--- src/hdl/ip8_pkg.sv ---
// shared types and constants for the intra 8x8 predictor
// no dependencies
package ip8_pkg;

	localparam int NB_N     = 33;
	localparam int EDGE_N   = 35;
	localparam int EDGE_MID = 17;

	localparam logic CMD_LOAD    = 1'b0;
	localparam logic CMD_PREDICT = 1'b1;

	localparam logic [3:0] MODE_V      = 4'd0;
	localparam logic [3:0] MODE_H      = 4'd1;
	localparam logic [3:0] MODE_DC     = 4'd2;
	localparam logic [3:0] MODE_DDL    = 4'd3;
	localparam logic [3:0] MODE_DDR    = 4'd4;
	localparam logic [3:0] MODE_DCL    = 4'd5;
	localparam logic [3:0] MODE_DCT    = 4'd6;
	localparam logic [3:0] MODE_FLAT   = 4'd7;
	localparam logic [3:0] MODE_PLANE  = 4'd8;

	localparam logic [7:0] PIX_MID = 8'd128;

	typedef logic [7:0] pix_t;

	// one queued predict: flags plus a snapshot of the neighbor pixels
	typedef struct packed {
		logic [3:0]             mode;
		logic                   chroma;
		logic                   hl;
		logic                   ht;
		logic                   htl;
		logic                   htr;
		logic                   hdl;
		logic [NB_N-1:0][7:0]   nb;
	} pred_t;

	typedef struct packed {
		logic valid;
		logic pop;
	} qctl_t;

endpackage

--- src/hdl/ip8_front.sv ---
// front end: takes input words, keeps the neighbor pixels, queues predicts
// depends on ip8_pkg
module ip8_front import ip8_pkg::*; (
	input  logic        clk,
	input  logic        arst_n,
	input  logic        s_tvalid,
	output logic        s_tready,
	input  logic [23:0] s_tdata,
	input  logic        s_tuser,
	output pred_t       head,
	input  qctl_t       qin,
	output logic        head_valid
);

	logic [NB_N-1:0][7:0] nb_q;
	pred_t                fifo_q [2];
	logic                 wr_q, rd_q;
	logic [1:0]           cnt_q;
	logic                 acc, push, pop;
	logic [5:0]           idx;
	pred_t                ent;

	assign s_tready   = (cnt_q != 2'd2);
	assign acc        = s_tvalid & s_tready;
	assign push       = acc & (s_tuser == CMD_PREDICT);
	assign pop        = qin.pop & (cnt_q != 2'd0);
	assign idx        = s_tdata[5:0];
	assign head       = fifo_q[rd_q];
	assign head_valid = (cnt_q != 2'd0);

	always_comb begin
		ent.mode   = s_tdata[17:14];
		ent.chroma = s_tdata[18];
		ent.hl     = s_tdata[19];
		ent.ht     = s_tdata[20];
		ent.htl    = s_tdata[21];
		ent.htr    = s_tdata[22];
		ent.hdl    = s_tdata[23];
		ent.nb     = nb_q;
	end

	// payload storage, no reset
	always_ff @(posedge clk) begin
		if (acc && s_tuser == CMD_LOAD && idx < 6'(NB_N)) begin
			nb_q[idx] <= s_tdata[13:6];
		end
		if (push) begin
			fifo_q[wr_q] <= ent;
		end
	end

	always_ff @(posedge clk or negedge arst_n) begin
		if (!arst_n) begin
			wr_q  <= 1'b0;
			rd_q  <= 1'b0;
			cnt_q <= 2'd0;
		end else begin
			if (push) wr_q <= ~wr_q;
			if (pop)  rd_q <= ~rd_q;
			cnt_q <= cnt_q + 2'(push) - 2'(pop);
		end
	end

endmodule

--- config.mk ---
export PLATFORM = sky130hd
export DESIGN_NAME = ip8_front
export DESIGN_NICKNAME = d
export VERILOG_FILES = /design/src/hdl/ip8_pkg.sv /design/src/hdl/ip8_front.sv
export SDC_FILE = /design/constraint.sdc
export NUM_CORES = 1
export LEC_CHECK = 0
export ABC_AREA = 0
export BUFFER_PORTS_ARGS = -buffer_cell sky130_fd_sc_hd__buf_2
export CAP_MARGIN = 0
export CORE_MARGIN = 4
export CORE_UTILIZATION = 55
export DETAILED_ROUTE_END_ITERATION = 7
export HOLD_SLACK_MARGIN = 0.08
export PLACE_DENSITY = 0.75
export SLEW_MARGIN = 20
export SYNTH_ARGS = -nofsm -noshare
export SYNTH_HDL_FRONTEND = slang
export SYNTH_SLANG_ARGS = --single-unit
export TNS_END_PERCENT = 10
--- constraint.sdc ---
create_clock -name clk -period 37.2 [get_ports clk]
set_input_delay 7.44 -clock clk [delete_from_list [all_inputs] [get_ports clk]]
set_output_delay 7.44 -clock clk [all_outputs]
set_load 0.01 [all_outputs]
==> impl_summary.log, run 1 <==
[metrics] Synth Net Count: 1227
[metrics] io pins: slightly above 300
[metrics] count of yosys warnings during synthesis: 0
[metrics] total power consumption of the routed design: roughly 2.3 mW
[metrics] overall fraction of global-route tracks in use: 0.202
[metrics] via count of the first global-routing pass: 12.8k
[metrics] HPWL Detailed: 31300 um
[metrics] Crit. End Element: output pin
[metrics] die area: about 55000 um^2
[metrics] area share of the largest cell type after synthesis: 0.866
[metrics] quantity of hold-fixing buffers added after cts: 0
[metrics] clock-pin slew of the registers on the worst-case setup and hold paths: 0.06 ns
[metrics] total vias in the final route: 12.4k
[metrics] unrepaired setup endpoints after global routing: no
[metrics] Post-Layout Inst Area: approximately 33000 um^2
[metrics] insertion delay of the later-clocked pin in the worst-skew pair: 0.61 ns
[metrics] grt ovf: 0
[metrics] antenna violations before repair: 8
[metrics] origin of the worst setup path: rd_q
[metrics] total count of max-transition violations in the final report: 0
[metrics] Initial DRC Count: roughly 1.1k
[metrics] Total Routed Length: around 55000 um
[metrics] kind of critical path: flop to output pin
[metrics] Fin Setup TNS: 0 ns
[metrics] die height: roughly 230 um
[metrics] largest stage delay on the critical path: a little over 1 ns
[metrics] Hold WC Path Type: flop to flop
[metrics] count of nets left with antenna violations after detail routing: 0
[metrics] IO buf count: a little over 300
[metrics] startpoint type of the worst setup path: flop
[metrics] maximum count of clock buffers along a single path: 3
[metrics] cells taking the most area after synthesis: sky130_fd_sc_hd__edfxtp_1, sky130_fd_sc_hd__mux2_2, sky130_fd_sc_hd__buf_2
[metrics] worst vdd rail ir drop: ~0.057 mV
[metrics] number of nets at the end of the flow: around 1.6k
[metrics] Cell variety after synth: 34
[metrics] Avg Inst Size Synth: 23.6 um^2
[metrics] flip-flop and latch area: ~24000 um^2
[metrics] final-report setup violation count: 0
[metrics] post-placement cell area: roughly 30000 um^2
[metrics] CTS HTree Levels: 3
[metrics] Die W: ~230 um
[metrics] Gates resized, CTS repair: 0
[metrics] Arrival @ worst endpoint: 3.22 ns
[metrics] final period demand of the worst path: around 11 ns
[metrics] dpl ws: between 20 and 30 ns
[metrics] maximum number of pins on one net before global-route repair: about 180
[metrics] number of instances in the synthesized netlist: around 1.2k
[metrics] row cnt: 82
[metrics] placer congestion estimate: between 0.7 and 0.8
[metrics] remaining max-slew budget at the tightest pin: 0.258
[metrics] Final Cycle Share: 0.287
[metrics] leading cell type in the layout, fill and taps excluded: sky130_fd_sc_hd__edfxtp_1
[metrics] Data required, critical path: 29.76 ns
[metrics] share of synthesized area occupied by flip-flops and latches: 0.869
[metrics] wire length per cell after detailed routing: around 24 um
[metrics] Max Clock Skew: between 0.02 and 0.025 ns
[metrics] power per unit of standard cell area: approximately 71 nW/um^2
[metrics] leakage dissipation: between 10 and 15 nW
[metrics] CTS tree: done
[metrics] Starting Density: 0.559
[metrics] largest fanout on the critical path: between 70 and 80
[metrics] number of filler cells placed in the layout: ~3.2k
[metrics] Root Buffer Master: sky130_fd_sc_hd__clkbuf_16
[metrics] buffer count from post-CTS setup fixing: 0
[metrics] worst flop-to-flop path startpoint: cnt_q[1]
[metrics] first-pass GRT wire length: roughly 80000 um
[metrics] top achievable clock speed: around 94 MHz
[metrics] max cap viols: 0
[metrics] clock tree sinks: 816
[metrics] fraction of final layout cells with drive strength greater than 1: 0.450
[metrics] number of failing hold endpoints at the final stage: 0
[metrics] number of buffers created by CTS: a little under 80
[metrics] growth of design area from synthesis to finish: 17.6%
[metrics] cell with the largest stage delay on the worst path: sky130_fd_sc_hd__dfrtp_4
[metrics] commonest cells after routing, fill and taps aside: sky130_fd_sc_hd__edfxtp_1, sky130_fd_sc_hd__buf_2, sky130_fd_sc_hd__mux2_2, sky130_fd_sc_hd__clkbuf_16
[metrics] status: finished clean
[metrics] total standard cell area after synthesis: approximately 28000 um^2
[metrics] post-route worst hold slack: 0.429 ns
[metrics] post-detailed-route via-to-cell ratio: approximately 5.4
[metrics] Worst Tran Pin Value: around 1.1 ns
[metrics] min-delay src: ent[115]
[metrics] 1st-pass router iterations: 5
[metrics] critical-path cell list: buf_4 > mux2_2 > buf_2
[metrics] cell type contributing the most total cell area after synthesis: sky130_fd_sc_hd__edfxtp_1
[metrics] Yosys reg bits: slightly above 800
[metrics] final worst slack: ~27 ns
[metrics] detailed-route DRC error count: 0
[metrics] Core Footprint: about 50000 um^2
[metrics] combined area of the multi-input logic cells: between 3000 and 4000 um^2
final timing paths:
path | endpoint | slack (ns) | cells past startpoint
min | fifo_q[1][115] | 0.43 | 0
max in group asynchronous | rd_q | 30.43 | 1
max reg2reg | fifo_q[1][79] | 34.22 | 4
max | head[68] | 26.54 | 3
min in group asynchronous | cnt_q[0] | 6.64 | 1
min reg2reg | fifo_q[1][115] | 0.43 | 0
layout make-up:
| cell class | instances | area share |
|---|---|---|
| Sequential cell | 816 | 0.739 |
| Antenna cell | 2 | 0.000151 |
| Multi-Input combinational cell | 342 | 0.108 |
| Clock buffer | 96 | 0.0622 |
| Timing Repair Buffer | 323 | 0.0515 |
| Inverter | 3 | 0.000378 |
| Clock inverter | 45 | 0.0132 |
| Tap cell | 672 | 0.0254 |
flip-flops by register name, indices dropped and copies added (netlist names):
register	cells
cnt_q	2
fifo_q	548
wr_q	1
rd_q	1
ent	264
power breakdown:
| part | switching (mW) | internal (mW) |
|---|---|---|
| combinational | 0.255 | 0.203 |
| clock | 0.317 | 0.450 |
| sequential | 0.0300 | 1.09 |
cells in the mapped netlist:
| library cell | instances |
|---|---|
| sky130_fd_sc_hd__edfxtp_1 | 812 |
| sky130_fd_sc_hd__mux2_2 | 274 |
| sky130_fd_sc_hd__buf_2 | 32 |
| sky130_fd_sc_hd__nor2_1 | 20 |
| sky130_fd_sc_hd__nor3_1 | 9 |
| sky130_fd_sc_hd__nand2_1 | 7 |
| sky130_fd_sc_hd__dfrtp_1 | 4 |
| sky130_fd_sc_hd__nor4_1 | 4 |
| sky130_fd_sc_hd__nand3_1 | 3 |
| sky130_fd_sc_hd__xnor2_1 | 3 |
| sky130_fd_sc_hd__clkbuf_1 | 2 |
| sky130_fd_sc_hd__inv_1 | 2 |
| sky130_fd_sc_hd__nor2b_1 | 2 |
| sky130_fd_sc_hd__nor4b_2 | 2 |
| sky130_fd_sc_hd__a21oi_1 | 1 |
| sky130_fd_sc_hd__a41oi_1 | 1 |
| sky130_fd_sc_hd__and2_1 | 1 |
| sky130_fd_sc_hd__and3_1 | 1 |
| sky130_fd_sc_hd__clkbuf_2 | 1 |
| sky130_fd_sc_hd__clkinv_2 | 1 |
| sky130_fd_sc_hd__ha_1 | 1 |
| sky130_fd_sc_hd__nand2_2 | 1 |
| sky130_fd_sc_hd__nand3b_1 | 1 |
| sky130_fd_sc_hd__nand3b_4 | 1 |
| sky130_fd_sc_hd__nor2b_2 | 1 |
| sky130_fd_sc_hd__nor3b_2 | 1 |
| sky130_fd_sc_hd__nor4_2 | 1 |
| sky130_fd_sc_hd__nor4b_1 | 1 |
| sky130_fd_sc_hd__or2_1 | 1 |
| sky130_fd_sc_hd__or2_2 | 1 |
| sky130_fd_sc_hd__or3_1 | 1 |
| sky130_fd_sc_hd__or3_4 | 1 |
| sky130_fd_sc_hd__or3b_1 | 1 |
| sky130_fd_sc_hd__xor2_1 | 1 |
routing by layer:
layer  up-vias  global-route usage  share of wire
met5         -                   0        0.00061
met1      6411               0.271           0.40
met2       390               0.335           0.51
met4         6              0.0567          0.018
li1       5543                   -              -
met3        73              0.0503          0.069
cells by family (layout without fill, tap and decap cells):
family / Yosys count / after routing / share of synthesized area
buffers and inverters: 38 / 467 / 0.00657
adders and majority gates: 1 / 1 / 0.000444
DFF: 816 / 816 / 0.869
other: 0 / 2 / 0
AOI/OAI and AO/OA: 2 / 2 / 0.000488
and+or+nand+nor: 61 / 61 / 0.0127
muxes: 274 / 274 / 0.110
xor gates and xnor gates: 4 / 4 / 0.00124
critical path: cells and delay by family (launching register included):
family / cells / cell delay, ns
multiplexers: 1 / 0.45
flip-flops: 1 / 1.02
buffers and inverters: 2 / 1.07
through the flow:
stage               cells  utilization
global route         2299        0.658
global placement     2155        0.607
floorplan            1196            -
CTS                  2296        0.656
finish               2299        0.658
detailed placement   2155        0.607
No activity file was read; power rests on OpenSTA's default activity.
==> inputs of run 2 (changes only) <==
--- a/config.mk
+++ b/config.mk
@@ -9,7 +9,7 @@
 export BUFFER_PORTS_ARGS = -buffer_cell sky130_fd_sc_hd__buf_2
 export CAP_MARGIN = 0
 export CORE_MARGIN = 4
-export CORE_UTILIZATION = 55
+export CORE_UTILIZATION = 52
 export DETAILED_ROUTE_END_ITERATION = 7
 export HOLD_SLACK_MARGIN = 0.08
 export PLACE_DENSITY = 0.75
==> constraint.sdc (replaced) <==
create_clock -name clk -period 8.7 [get_ports clk]
set_input_delay 1.74 -clock clk [delete_from_list [all_inputs] [get_ports clk]]
set_output_delay 1.74 -clock clk [all_outputs]
set_load 0.01 [all_outputs]
==> impl_summary.log, run 2 (synthesized netlist as in run 1, its figures left out) <==
[metrics] status: finished clean
[metrics] most flop-heavy register: fifo_q
[metrics] count of placed standard cells in the final layout, fillers left out: 2326 (+1.2%)
[metrics] IO buf count: 304 (unchanged)
[metrics] total number of cells along the worst setup path: 4 (+1)
[metrics] leading cell type in the layout, fill and taps excluded: sky130_fd_sc_hd__edfxtp_1
[metrics] CTS tree: done
[metrics] unrepaired setup endpoints after global routing: no
[metrics] count of buffering cells on the critical path with inverters included: 3 (+1)
[metrics] clock-pin slew of the registers on the worst-case setup and hold paths: 0.06 ns (about the same)
[metrics] HPWL Detailed: 31400 um (+0.35%)
[metrics] post-route worst hold slack: 0.430 ns (+0.00102 ns)
[metrics] number of buffers created by CTS: 80 (+2.6%)
[metrics] placer congestion estimate: 0.775 (+1.8%)
[metrics] Final Cycle Share: 0.587
[metrics] origin of the worst setup path: rd_q
[metrics] Max Clock Skew: 0.0164 ns (-0.00565 ns)
[metrics] Worst R2R Path Depth: 4 (unchanged)
[metrics] endpoint of the lowest-slack register-to-register path: fifo_q[1][123]
[metrics] Crit. End Element: output pin
[metrics] final-report setup violation count: 0 (unchanged)
[metrics] cell count after placement: 2180 (+1.2%)
[metrics] flip-flop count of the largest register, all copies and words added: 548 (unchanged)
[metrics] post-detailed-route via-to-cell ratio: 5.30 (-1.9%)
[metrics] commonest cells after routing, fill and taps aside: sky130_fd_sc_hd__edfxtp_1, sky130_fd_sc_hd__buf_2, sky130_fd_sc_hd__mux2_2, sky130_fd_sc_hd__clkbuf_16, sky130_fd_sc_hd__nor2_1
[metrics] Root Buffer Master: sky130_fd_sc_hd__clkbuf_16
[metrics] overall fraction of global-route tracks in use: 0.192 (-0.00999)
[metrics] worst flop-to-flop path startpoint: cnt_q[1]
[metrics] Starting Density: 0.525 (-0.0347)
[metrics] first-pass GRT wire length: 81200 um (+1.2%)
[metrics] insertion delay of the later-clocked pin in the worst-skew pair: 0.60 ns (about the same)
[metrics] startpoint type of the worst setup path: flop
[metrics] growth of design area from synthesis to finish: 18.3%
[metrics] hold depth: 0 (unchanged)
[metrics] number of failing hold endpoints at the final stage: 0 (unchanged)
[metrics] count of nets left with antenna violations after detail routing: 0 (unchanged)
[metrics] detailed-route DRC error count: 0 (unchanged)
[metrics] flip-flop and latch area: 24500 um^2 (unchanged)
[metrics] number of nets at the end of the flow: 1598 (+0.19%)
[metrics] Arrival @ worst endpoint: 3.37 ns (+0.15 ns)
[metrics] final worst slack: 3.59 ns (-22.94 ns)
[metrics] io pins: 306 (unchanged)
[metrics] power per unit of standard cell area: 306 nW/um^2 (+330%)
[metrics] 1st-pass router iterations: 4 (-1)
[metrics] total count of max-transition violations in the final report: 0 (unchanged)
[metrics] dpl ws: 4.19 ns (-22.76 ns)
[metrics] antenna violations before repair: 7 (-1)
[metrics] cell with the largest stage delay on the worst path: sky130_fd_sc_hd__dfrtp_4
[metrics] largest stage delay on the critical path: 0.91 ns (-0.11 ns)
[metrics] critical-path cell list: buf_4 > buf_4 > mux2_2 > buf_2
[metrics] Register-to-Register Setup Slack: 5.54 ns (-28.68 ns)
[metrics] Initial DRC Count: 845 (-20%)
[metrics] fraction of final layout cells with drive strength greater than 1: 0.452 (+0.00196)
[metrics] wire length per cell after detailed routing: 24.0 um (-0.50%)
[metrics] combined area of the multi-input logic cells: 3600 um^2 (+0.56%)
[metrics] via count of the first global-routing pass: 12.8k (+0.20%)
[metrics] kind of critical path: flop to output pin
[metrics] die height: 241 um (+2.7%)
[metrics] worst vdd rail ir drop: 0.227 mV (+300%)
[metrics] CTS HTree Levels: 3 (unchanged)
[metrics] final period demand of the worst path: slightly above 5 ns
[metrics] Total Routed Length: 55800 um (+0.66%)
[metrics] Hold WC Path Type: flop to flop
[metrics] maximum count of clock buffers along a single path: 3 (unchanged)
[metrics] grt ovf: 0 (unchanged)
[metrics] buffer count from post-CTS setup fixing: 0 (unchanged)
[metrics] Data required, critical path: 6.96 ns (-22.80 ns)
[metrics] quantity of hold-fixing buffers added after cts: 0 (unchanged)
[metrics] Core Footprint: 53700 um^2 (+6.6%)
[metrics] row cnt: 85 (+3.7%)
[metrics] maximum number of pins on one net before global-route repair: 171 (-4.5%)
[metrics] top achievable clock speed: 196 MHz
[metrics] CP top delay family: buffers and inverters
[metrics] total power consumption of the routed design: 10.2 mW (+340%)
[metrics] largest fanout on the critical path: 51 (-35%)
[metrics] Worst Tran Pin Value: 1.25 ns (+0.140 ns)
[metrics] remaining max-slew budget at the tightest pin: 0.165 (-0.0935)
[metrics] die area: 58000 um^2 (+5.6%)
[metrics] CP most frequent cell: sky130_fd_sc_hd__buf_4
[metrics] number of filler cells placed in the layout: 3602 (+12%)
[metrics] end of the critical path: head[211]
[metrics] clock tree sinks: 816 (unchanged)
[metrics] max cap viols: 0 (unchanged)
[metrics] total vias in the final route: 12.3k (-0.76%)
[metrics] Die W: 241 um (+2.7%)
[metrics] Gates resized, CTS repair: 0 (unchanged)
[metrics] Fin Setup TNS: 0 ns (unchanged)
[metrics] leakage dissipation: 11.3 nW (+0.76%)
-- run 2: cell types whose count changed in the layout (fill, tap and decap cells not counted), moves of 2 or more --
cell                        delta
sky130_fd_sc_hd__clkinv_2      +4
sky130_fd_sc_hd__inv_6         -5
sky130_fd_sc_hd__clkbuf_1      -2
sky130_fd_sc_hd__bufinv_16     +5
sky130_fd_sc_hd__nor3_4        +2
sky130_fd_sc_hd__nor2_1        +2
sky130_fd_sc_hd__nor2_2        -2
sky130_fd_sc_hd__buf_2         +2
sky130_fd_sc_hd__clkbuf_8      -2
sky130_fd_sc_hd__clkbuf_16     +2
-- run 2: power by group --
group / switching (mW) / internal [mW] / total, mW
Clock: 1.37 / 2.09 / 3.46
Combinational: 1.10 / 0.872 / 1.97
Sequential: 0.115 / 4.66 / 4.77
Total: 2.59 / 7.62 / 10.2
-- run 2: worst min-delay path by stage --
stage	startpoint	end	slack, ns
floorplan	ent[0]	fifo_q[0][0]	0.42
global placement	ent[240]	fifo_q[0][240]	0.42
detailed placement	ent[262]	fifo_q[0][262]	0.43
CTS	ent[173]	fifo_q[0][173]	0.43
global route	ent[107]	fifo_q[1][107]	0.45
finish	ent[173]	fifo_q[0][173]	0.43
-- run 2: area by class of cell --
cell class / count / area share
Antenna cell: 1 / 0.0000751
Clock buffer: 94 / 0.0623
Clock inverter: 50 / 0.0170
Inverter: 3 / 0.000375
Multi-Input combinational cell: 342 / 0.108
Sequential cell: 816 / 0.735
Tap cell: 696 / 0.0261
Timing Repair Buffer: 324 / 0.0515
-- run 2: layer usage --
layer	track usage	wire length, um
met5	0	71
met4	0.0555	933
met3	0.0529	4050
met2	0.316	28100
met1	0.256	22700
-- run 2: through the flow --
step,cell area (um^2),util
after global placement,30600,0.571
final,33300,0.621
after floorplan,28200,-
after global routing,33300,0.621
after CTS,33300,0.620
after detailed placement,30600,0.571
